### src/rtl/fpfa_pkg.sv
package fpfa_pkg;

    // Table geometry.
    localparam int NUM_BLOCKS = 16;
    localparam int SIZE_BITS  = 16;
    localparam int IDX_W      = $clog2(NUM_BLOCKS);

    // Fixed field widths of the ports.
    localparam int REQ_W  = 16;
    localparam int BIU_W  = 5;
    localparam int POL_W  = 2;
    localparam int MODE_W = 2;
    localparam int SUM_W  = 20;
    localparam int CFG_W  = 1;

    // Derived widths for compares and sums.
    localparam int CMP_W  = (SIZE_BITS > REQ_W) ? SIZE_BITS : REQ_W;
    localparam int WSUM_W = SIZE_BITS + IDX_W;
    localparam int WSAT_W = (WSUM_W > SUM_W) ? WSUM_W : SUM_W;
    localparam int ACC_W  = ((CMP_W > SUM_W) ? CMP_W : SUM_W) + 1;
    localparam int ACT_W  = (IDX_W + 1 > BIU_W) ? IDX_W + 1 : BIU_W;

    localparam logic [SUM_W-1:0] SUM_MAX   = '1;
    localparam logic [BIU_W-1:0] BIU_RESET = BIU_W'(16);

    // Allocation policy codes; the unused code behaves as first fit.
    localparam logic [POL_W-1:0] POL_FIRST = 2'd0;
    localparam logic [POL_W-1:0] POL_BEST  = 2'd1;
    localparam logic [POL_W-1:0] POL_WORST = 2'd2;

    // Item modes.
    localparam logic [MODE_W-1:0] MODE_LOAD = 2'd0;
    localparam logic [MODE_W-1:0] MODE_RUN  = 2'd1;
    localparam logic [MODE_W-1:0] MODE_REQ  = 2'd2;

    // Configuration register indexes.
    localparam logic [CFG_W-1:0] CFG_POLICY = 1'b0;
    localparam logic [CFG_W-1:0] CFG_BIU    = 1'b1;

    // Record that walks down the row of cells during a scan.
    typedef struct packed {
        logic                 found;
        logic [IDX_W-1:0]     pick_idx;
        logic [SIZE_BITS-1:0] pick_size;
        logic [WSUM_W-1:0]    total;
        logic [WSUM_W-1:0]    ext;
    } scan_t;

    // Broadcast update command from the controller to every cell.
    typedef struct packed {
        logic                 load_en;
        logic                 clear_en;
        logic                 take_en;
        logic [IDX_W-1:0]     idx;
        logic [SIZE_BITS-1:0] size;
    } cell_ctl_t;

    function automatic logic [SUM_W-1:0] sat_wide(input logic [WSUM_W-1:0] v);
        logic [WSAT_W-1:0] w;
        w = WSAT_W'(v);
        return (w > WSAT_W'(SUM_MAX)) ? SUM_MAX : SUM_W'(w);
    endfunction

    function automatic logic [SUM_W-1:0] sat_acc(input logic [ACC_W-1:0] v);
        return (v > ACC_W'(SUM_MAX)) ? SUM_MAX : SUM_W'(v);
    endfunction

endpackage

### src/rtl/fpfa_cell.sv
module fpfa_cell (
    input  logic                     clk,
    input  logic                     rst_n,
    input  logic [fpfa_pkg::IDX_W-1:0] cell_idx,
    input  fpfa_pkg::cell_ctl_t      ctl,
    input  logic [fpfa_pkg::REQ_W-1:0] want,
    input  logic [fpfa_pkg::POL_W-1:0] policy,
    input  logic [fpfa_pkg::BIU_W-1:0] biu,
    input  fpfa_pkg::scan_t          scan_in,
    output fpfa_pkg::scan_t          scan_out
);
    import fpfa_pkg::*;

    logic [SIZE_BITS-1:0] size_reg;
    logic                 taken_reg;
    scan_t                scan_reg;
    scan_t                scan_next;
    logic                 active;
    logic                 fits;
    logic                 better;
    logic                 take;

    // Each cell folds its own block into the record and passes it on.
    always_comb
    begin
        active = ACT_W'(cell_idx) < ACT_W'(biu);
        fits   = active && !taken_reg && (CMP_W'(size_reg) >= CMP_W'(want));
        better = ((policy == POL_BEST) && (size_reg < scan_in.pick_size)) ||
                 ((policy == POL_WORST) && (size_reg > scan_in.pick_size));
        take   = fits && (!scan_in.found || better);

        scan_next = scan_in;
        if (take)
        begin
            scan_next.found     = 1'b1;
            scan_next.pick_idx  = cell_idx;
            scan_next.pick_size = size_reg;
        end
        if (active)
        begin
            scan_next.total = scan_in.total + WSUM_W'(size_reg);
            if (!taken_reg)
            begin
                scan_next.ext = scan_in.ext + WSUM_W'(size_reg);
            end
        end
    end

    always_ff @(posedge clk or negedge rst_n)
    begin
        if (!rst_n)
        begin
            size_reg  <= '0;
            taken_reg <= 1'b0;
        end
        else
        begin
            if (ctl.load_en && (ctl.idx == cell_idx))
            begin
                size_reg <= ctl.size;
            end
            if (ctl.clear_en)
            begin
                taken_reg <= 1'b0;
            end
            else if (ctl.take_en && (ctl.idx == cell_idx))
            begin
                taken_reg <= 1'b1;
            end
        end
    end

    always_ff @(posedge clk)
    begin
        scan_reg <= scan_next;
    end

    assign scan_out = scan_reg;

endmodule

### src/rtl/fixed_partition_fit_allocator.sv
// Fixed-partition allocator over a table of NUM_BLOCKS block sizes. An item is
// taken when start is high and busy is low; its mode loads one block size,
// starts a new run (frees every block and clears the used and internal totals),
// or requests a block under the first, best or worst fit policy, and the unused
// mode code changes nothing. Every item yields exactly one result beat, shown
// for a single cycle with done high; the receiver cannot stall it, so it must
// capture the beat in that cycle. Busy rises once an item is accepted and stays
// high until the cycle that shows its result beat, in which the next item may
// be started. The scan record moves one cell per cycle through the row of
// cells, then a settle step fixes the grant and the totals, a report step
// forms the wasted-memory sum, and the block is idle again in the cycle that
// shows the result beat. Configuration registers (policy, blocks_in_use) are
// written through cfg_we; the user must do so only while busy is low and no
// result is pending, as the block itself does not enforce it.
module fixed_partition_fit_allocator (
    input  logic                          clk,
    input  logic                          rst_n,
    input  logic                          start,
    output logic                          busy,
    input  logic [fpfa_pkg::MODE_W-1:0]   mode,
    input  logic [fpfa_pkg::IDX_W-1:0]    block_index,
    input  logic [fpfa_pkg::REQ_W-1:0]    size,
    output logic                          done,
    output logic                          granted,
    output logic [fpfa_pkg::IDX_W-1:0]    granted_block,
    output logic [fpfa_pkg::SUM_W-1:0]    total_memory,
    output logic [fpfa_pkg::SUM_W-1:0]    used_memory,
    output logic [fpfa_pkg::SUM_W-1:0]    internal_frag,
    output logic [fpfa_pkg::SUM_W-1:0]    external_frag,
    output logic [fpfa_pkg::SUM_W-1:0]    wasted_memory,
    input  logic                          cfg_we,
    input  logic [fpfa_pkg::CFG_W-1:0]    cfg_index,
    input  logic [fpfa_pkg::BIU_W-1:0]    cfg_wdata
);
    import fpfa_pkg::*;

    // One-hot controller states.
    typedef enum logic [3:0] {
        ST_IDLE   = 4'b0001,
        ST_SCAN   = 4'b0010,
        ST_SETTLE = 4'b0100,
        ST_REPORT = 4'b1000
    } state_t;

    state_t               state_reg;
    logic [IDX_W-1:0]     cnt_reg;
    logic [POL_W-1:0]     policy_reg;
    logic [BIU_W-1:0]     biu_reg;
    logic [MODE_W-1:0]    mode_reg;
    logic [REQ_W-1:0]     want_reg;
    logic [SUM_W-1:0]     used_sum_reg;
    logic [SUM_W-1:0]     internal_sum_reg;
    logic                 granted_reg;
    logic [IDX_W-1:0]     gblock_reg;
    logic [SUM_W-1:0]     total_reg;
    logic [SUM_W-1:0]     ext_reg;
    logic [SUM_W-1:0]     wasted_reg;
    logic                 done_reg;

    logic                 accept;
    logic                 grant;
    logic [WSUM_W-1:0]    ext_adj;
    logic [CMP_W-1:0]     slack;
    cell_ctl_t            ctl;
    scan_t                chain [NUM_BLOCKS+1];

    assign accept = start && (state_reg == ST_IDLE);
    assign busy   = (state_reg != ST_IDLE);

    // The record entering the first cell starts empty: nothing picked, no sums.
    assign chain[0] = '0;

    for (genvar g = 0; g < NUM_BLOCKS; g++)
    begin : g_cell
        fpfa_cell u_cell (
            .clk      (clk),
            .rst_n    (rst_n),
            .cell_idx (IDX_W'(g)),
            .ctl      (ctl),
            .want     (want_reg),
            .policy   (policy_reg),
            .biu      (biu_reg),
            .scan_in  (chain[g]),
            .scan_out (chain[g+1])
        );
    end

    // The record leaving the last cell holds the pick and the sums taken
    // before the grant; the granted block leaves the free total here.
    assign grant   = (mode_reg == MODE_REQ) && chain[NUM_BLOCKS].found;
    assign ext_adj = chain[NUM_BLOCKS].ext -
                     (grant ? WSUM_W'(chain[NUM_BLOCKS].pick_size) : '0);
    assign slack   = CMP_W'(chain[NUM_BLOCKS].pick_size) - CMP_W'(want_reg);

    // Loads and run clears reach the cells at acceptance, so the scan that
    // follows already sees them; a grant marks its block in the settle cycle.
    always_comb
    begin
        ctl = '0;
        if (accept)
        begin
            ctl.load_en  = (mode == MODE_LOAD);
            ctl.clear_en = (mode == MODE_RUN);
            ctl.idx      = block_index;
            ctl.size     = SIZE_BITS'(size);
        end
        else if (state_reg == ST_SETTLE)
        begin
            ctl.take_en = grant;
            ctl.idx     = chain[NUM_BLOCKS].pick_idx;
        end
    end

    always_ff @(posedge clk or negedge rst_n)
    begin
        if (!rst_n)
        begin
            policy_reg <= POL_FIRST;
            biu_reg    <= BIU_RESET;
        end
        else if (cfg_we)
        begin
            unique case (cfg_index)
                CFG_POLICY: policy_reg <= cfg_wdata[POL_W-1:0];
                CFG_BIU:    biu_reg    <= cfg_wdata;
                default:    ;
            endcase
        end
    end

    always_ff @(posedge clk or negedge rst_n)
    begin
        if (!rst_n)
        begin
            state_reg        <= ST_IDLE;
            cnt_reg          <= '0;
            done_reg         <= 1'b0;
            mode_reg         <= MODE_LOAD;
            want_reg         <= '0;
            used_sum_reg     <= '0;
            internal_sum_reg <= '0;
        end
        else
        begin
            done_reg <= 1'b0;
            unique case (state_reg)
                ST_IDLE:
                begin
                    if (accept)
                    begin
                        cnt_reg   <= '0;
                        mode_reg  <= mode;
                        want_reg  <= size;
                        state_reg <= ST_SCAN;
                        if (mode == MODE_RUN)
                        begin
                            used_sum_reg     <= '0;
                            internal_sum_reg <= '0;
                        end
                    end
                end
                ST_SCAN:
                begin
                    // The last cell captures the record at the edge that ends
                    // the cycle where the count reaches the final index.
                    cnt_reg <= cnt_reg + 1'b1;
                    if (cnt_reg == IDX_W'(NUM_BLOCKS - 1))
                    begin
                        state_reg <= ST_SETTLE;
                    end
                end
                ST_SETTLE:
                begin
                    if (grant)
                    begin
                        used_sum_reg     <= sat_acc(ACC_W'(used_sum_reg) + ACC_W'(want_reg));
                        internal_sum_reg <= sat_acc(ACC_W'(internal_sum_reg) + ACC_W'(slack));
                    end
                    state_reg <= ST_REPORT;
                end
                ST_REPORT:
                begin
                    done_reg  <= 1'b1;
                    state_reg <= ST_IDLE;
                end
                default:
                begin
                    state_reg <= ST_IDLE;
                end
            endcase
        end
    end

    // Result payload registers; done qualifies them.
    always_ff @(posedge clk)
    begin
        if (state_reg == ST_SETTLE)
        begin
            granted_reg <= grant;
            gblock_reg  <= grant ? chain[NUM_BLOCKS].pick_idx : '0;
            total_reg   <= sat_wide(chain[NUM_BLOCKS].total);
            ext_reg     <= sat_wide(ext_adj);
        end
        if (state_reg == ST_REPORT)
        begin
            wasted_reg <= sat_acc(ACC_W'(internal_sum_reg) + ACC_W'(ext_reg));
        end
    end

    assign done          = done_reg;
    assign granted       = granted_reg;
    assign granted_block = gblock_reg;
    assign total_memory  = total_reg;
    assign used_memory   = used_sum_reg;
    assign internal_frag = internal_sum_reg;
    assign external_frag = ext_reg;
    assign wasted_memory = wasted_reg;

`ifndef SYNTHESIS
    // A result beat only follows the report cycle.
    a_done_after_report: assert property (@(posedge clk) disable iff (!rst_n)
        done |-> $past(state_reg == ST_REPORT))
        else $error("result beat without a report cycle");

    // An accepted item keeps the block busy in the next cycle.
    a_busy_after_accept: assert property (@(posedge clk) disable iff (!rst_n)
        accept |=> busy)
        else $error("accepted item did not make the block busy");

    // A denied item reports block zero.
    a_denied_block_zero: assert property (@(posedge clk) disable iff (!rst_n)
        (done && !granted) |-> (granted_block == '0))
        else $error("denied item reports a nonzero block");

    // Wasted memory never falls below the external fragmentation.
    a_wasted_covers_ext: assert property (@(posedge clk) disable iff (!rst_n)
        done |-> (wasted_memory >= external_frag))
        else $error("wasted memory below external fragmentation");
`endif

endmodule

### config.mk
export PLATFORM = sky130hd
export DESIGN_NAME = fixed_partition_fit_allocator
export DESIGN_NICKNAME = d
export VERILOG_FILES = /design/src/rtl/fpfa_pkg.sv /design/src/rtl/fpfa_cell.sv /design/src/rtl/fixed_partition_fit_allocator.sv
export SDC_FILE = /design/constraint.sdc
export NUM_CORES = 2
export LEC_CHECK = 0
export BUFFER_PORTS_ARGS = -buffer_cell sky130_fd_sc_hd__buf_2
export CELL_PAD_IN_SITES_DETAIL_PLACEMENT = 1
export CELL_PAD_IN_SITES_GLOBAL_PLACEMENT = 2
export CORE_ASPECT_RATIO = 0.9
export CORE_MARGIN = 3
export CORE_UTILIZATION = 35
export CTS_CLUSTER_SIZE = 24
export DETAILED_ROUTE_END_ITERATION = 6
export GPL_TIMING_DRIVEN = 1
export PLACE_DENSITY_LB_ADDON = 0.1
export SETUP_SLACK_MARGIN = 0.1
export SLEW_MARGIN = 10
export SYNTH_ARGS = -nofsm -noshare
export SYNTH_HDL_FRONTEND = slang
export SYNTH_SLANG_ARGS = --single-unit
### constraint.sdc
create_clock -name clk -period 5 [get_ports clk]
set_input_delay 0.75 -clock clk [delete_from_list [all_inputs] [get_ports clk]]
set_output_delay 0.75 -clock clk [all_outputs]
set_load 0.01 [all_outputs]
==> summary.md <==
| Metric | Value |
|---|---|
| Final nets | 10.0k |
| # DRC | 0 |
| DIE AREA | between 0.2 and 0.25 mm^2 |
| First-pass GRT wire length | 442000 um |
| Slew Viols, Final | 0 |
| Largest family of logic cells by synthesized area | compound AO/OA/AOI/OAI gates |
| CP endpoint kind | flop |
| Syn nets | slightly below 10k |
| RSZ-0062 raised after global routing | false |
| Crit path kind | flop to flop |
| Max Cap Violations | 0 |
| Max Clk Rate | approximately 0.23 GHz |
| DR vias | roughly 65k |
| Gr usage total | 0.254 |
| TNS Setup | 0 ns |
| Commonest non-fill, non-tap cell in the layout | ha_1 |
| H-tree depth | 4 |
| Max incr delay on CP | approximately 0.41 ns |
| Post-synth top area share | 0.236 |
| Effective utilization at floorplan | 0.354 |
| Final setup fails | 0 |
| Mapped Area | 0.0800 mm^2 |
| Final ANT Viol Nets | 0 |
| Die W | 510 um |
| Seq pwr share | 0.355 |
| Worst slack at placement | between 0.5 and 0.6 ns |
| Clock transition at path regs | about 0.060 ns |
| Chip Height | between 400 and 500 um |
| Clk Latency, worst-skew pair | approximately 0.81 ns |
| Congestion Overflow GR | 0 |
| Post-synthesis compound-gate area fraction | 0.176 |
| Max reg flops | 941 |
| Top_reg_cell synth | dfxtp_1 |
| Slew margin rel. | 0.216 |
| Sw Pwr | 17.6 mW |
| Syn avg cell area | 9.17 um^2 |
| Fin. Hold Viols | 0 |
| Leak Pwr | roughly 41 nW |
| Tcrit/Tclk final | 0.878 |
| CTS Sinks | 1352 |
| Vias per cell | 5.43 |
| Worst Path Max Fanout | 7 |
| Status | finished clean |
| Cells after synthesis | 8720 |
| I/O Pins | about 140 |
| Leading area contributor after synthesis | dfxtp_1 |
| Fin crit period | approximately 4.4 ns |
| Crit path cell chain | ha_1 -> fa_1 -> nor2b_1 -> o21ai_0 -> a21boi_0 -> o211ai_1 -> a21oi_1 -> nor3_1 -> or3_1 -> xnor2_1 -> ha_1 -> or2_2 -> a21oi_1 -> a21oi_2 -> a31oi_1 -> buf_4 -> nor2_1 -> o21ai_0 -> nand2_1 |
| Unique masters post-synth | between 80 and 90 |
| Seq/Total Area, Yosys | 0.368 |
| Fill cells | 26.0k |
| HPWL Detailed | between 200000 and 250000 um |
| Post-synthesis xor/xnor area fraction | 0.0567 |
| Rows | ~170 |
| Most frequent cells in the layout | ha_1, nand2_1, dfxtp_1 |
| Top cells by area, synth | dfxtp_1, ha_1, dfrtp_1 |
| Initial antenna violation count | 31 |
| Clock power share | 0.282 |
| Multiplexer area fraction after synthesis | 0.0492 |
| Vias in the first global route | 66.3k |
| P_int | about 28 mW |
| Input/output buffers | 138 |
| Flops & latches, synth | approximately 1.4k |
| Worst path slowest cell | fa_1 |
| Critical Path Start Type | flop |
| Routed WL per cell | between 20 and 30 um |
| Core Footprint | approximately 0.23 mm^2 |
| CP Data Required Time | 5.67 ns |
| Synth warn | 0 |
| Share of cells above drive strength 1 | 0.107 |
| Worst Tran Pin Value | about 1.2 ns |
| EDFF count, synth | 65 |
| Async SR Flop Fraction | 0.256 |
| Clk_skew | around 0.039 ns |
| Setup ws final | about 0.61 ns |
| First DRT Iteration DRCs | approximately 3.8k |
| Total wire length | 303000 um |
| Hold WC Path Type | primary input to flop |
| Post-synthesis simple-gate area fraction | 0.139 |
| Drt pass-1 iters | 5 |
| Longest Clk Path Bufs | 3 |
| Area grow syn2layout | 12.8% |
| Placer Congestion | 0.877 |
| CTS tree | done |
| Adder-cell share of the synthesized area | 0.175 |
| Peak VDD IR | roughly 0.00038 V |
| Arr. time, crit path | approximately 5 ns |
| Largest net degree at the start of global routing | between 90 and 100 |
| CTS Buf Count | 165 |
| Logic pwr share | 0.363 |
| Power Density | 502 mW/mm^2 |
| Root Buffer | clkbuf_16 |
| Sw frac | 0.389 |
==> cells by family after synthesis <==
group | count (synthesis)
and+or+nand+nor | 2350
AOI/OAI and AO/OA | 2319
DFF | 1352
adders and majority gates | 1097
buffers and inverters | 735
xor gates and xnor gates | 518
muxes | 349
==> repair_timing <==
item | 4_1_cts | 5_1_grt
endpoints found under the hold margin | 63 | 0
setup endpoints to repair | 0 | 8
gates resized for setup | 0 | 2
hold buffers | 1 | 0
setup buffers | 0 | 0
==> through the flow <==
stage | util | std cells | hold slack [ns] | cell area [um^2] | power, mW
3_3_place_gp | 0.374 | 11732 | 0.386 | 84500 | 32.3
5_1_grt | 0.399 | 12042 | 0.126 | 90200 | 48.3
6_report | 0.400 | 12058 | 0.174 | 90300 | 45.3
4_1_cts | 0.399 | 12040 | 0.0987 | 90200 | 45.8
3_5_place_dp | 0.374 | 11732 | 0.390 | 84500 | 32.8
2_1_floorplan | - | 8720 | 0.386 | 80000 | 26.2
==> worst max-delay path: cells and delay by family, from the launching register on <==
kind                       cells  cell delay [ns]
buffers and inverters          1             0.16
adders and majority gates      3             0.92
AOI/OAI and AO/OA              8             1.52
DFF                            1             0.40
and+or+nand+nor                6             1.11
xor gates and xnor gates       1             0.14
==> routing by layer <==
layer	vias up	routed length [um]	GRT usage
li1	31392	-	-
met1	32559	146000	0.358
met2	1134	136000	0.410
met3	372	11600	0.0279
met4	4	9090	0.0672
met5	-	21	0
==> final cells by class <==
| cell class | count | area [um^2] | share of cell area |
|---|---|---|---|
| flip-flops and latches | 1352 | 29500 | 0.326 |
| multi-input cells | 6633 | 47800 | 0.530 |
| clock inverters | 78 | 1000 | 0.0111 |
| clock buffers | 229 | 4740 | 0.0525 |
| well taps | 3006 | 3760 | 0.0417 |
| diodes | 18 | 45.0 | 0.000499 |
| inverters | 487 | 1830 | 0.0203 |
| repair buffers | 255 | 1620 | 0.0179 |
==> final timing paths <==
| path | cells after the start | endpoint | slack, ns | startpoint |
|---|---|---|---|---|
| max | 19 | internal_frag[10]$_DFFE_PN0P_ | 0.61 | want_reg[0]$_DFFE_PN0P_ |
| min | 2 | biu_reg[3]$_DFFE_PN0P_ | 0.17 | cfg_wdata[3] |
| max reg2reg | 19 | internal_frag[10]$_DFFE_PN0P_ | 0.61 | want_reg[0]$_DFFE_PN0P_ |
| min reg2reg | 0 | total_memory[2]$_SDFFCE_PN1P_ | 0.40 | g_cell[15].u_cell.scan_out[22]$_DFF_P_ |
| max in group asynchronous | 3 | internal_frag[19]$_DFFE_PN0P_ | 3.26 | rst_n |
| min in group asynchronous | 2 | g_cell[9].u_cell.size_reg[10]$_DFFE_PN0P_ | 0.52 | rst_n |
==> synth_stat cells (19+ instances only) <==
master and count:
nand2_1 992, xnor2_1 259, nand3_1 185, fa_1 35, o21bai_1 41, nor2_1 352, a21oi_1 561, inv_1 487
a31oi_1 73, dfrtp_1 344, edfxtp_1 65, or2_2 54, or3_1 44, o21a_1 97, o31ai_1 63, a211oi_1 88
o211ai_1 48, nand4_1 68, a21o_1 211, and2_1 77, dfxtp_1 941, mux2i_1 29, ha_1 1062, clkbuf_1 203
and3_1 73, nand2b_1 156, a2111oi_0 19, nor2b_1 124, buf_2 26, a211o_1 22, nor3_1 138, mux2_2 307
o21ai_0 867, a21boi_0 37, xor2_1 259
==> power by group through the flow <==
stage	Sequential [mW]	Combinational, mW	Clock [mW]
3_3_place_gp	16.3	16.0	0
4_1_cts	16.1	16.5	13.1
2_1_floorplan	14.9	11.3	0
3_5_place_dp	16.3	16.4	0
5_1_grt	16.3	18.4	13.6
6_report	16.1	16.5	12.7
Power figures use the tool's default switching activity.
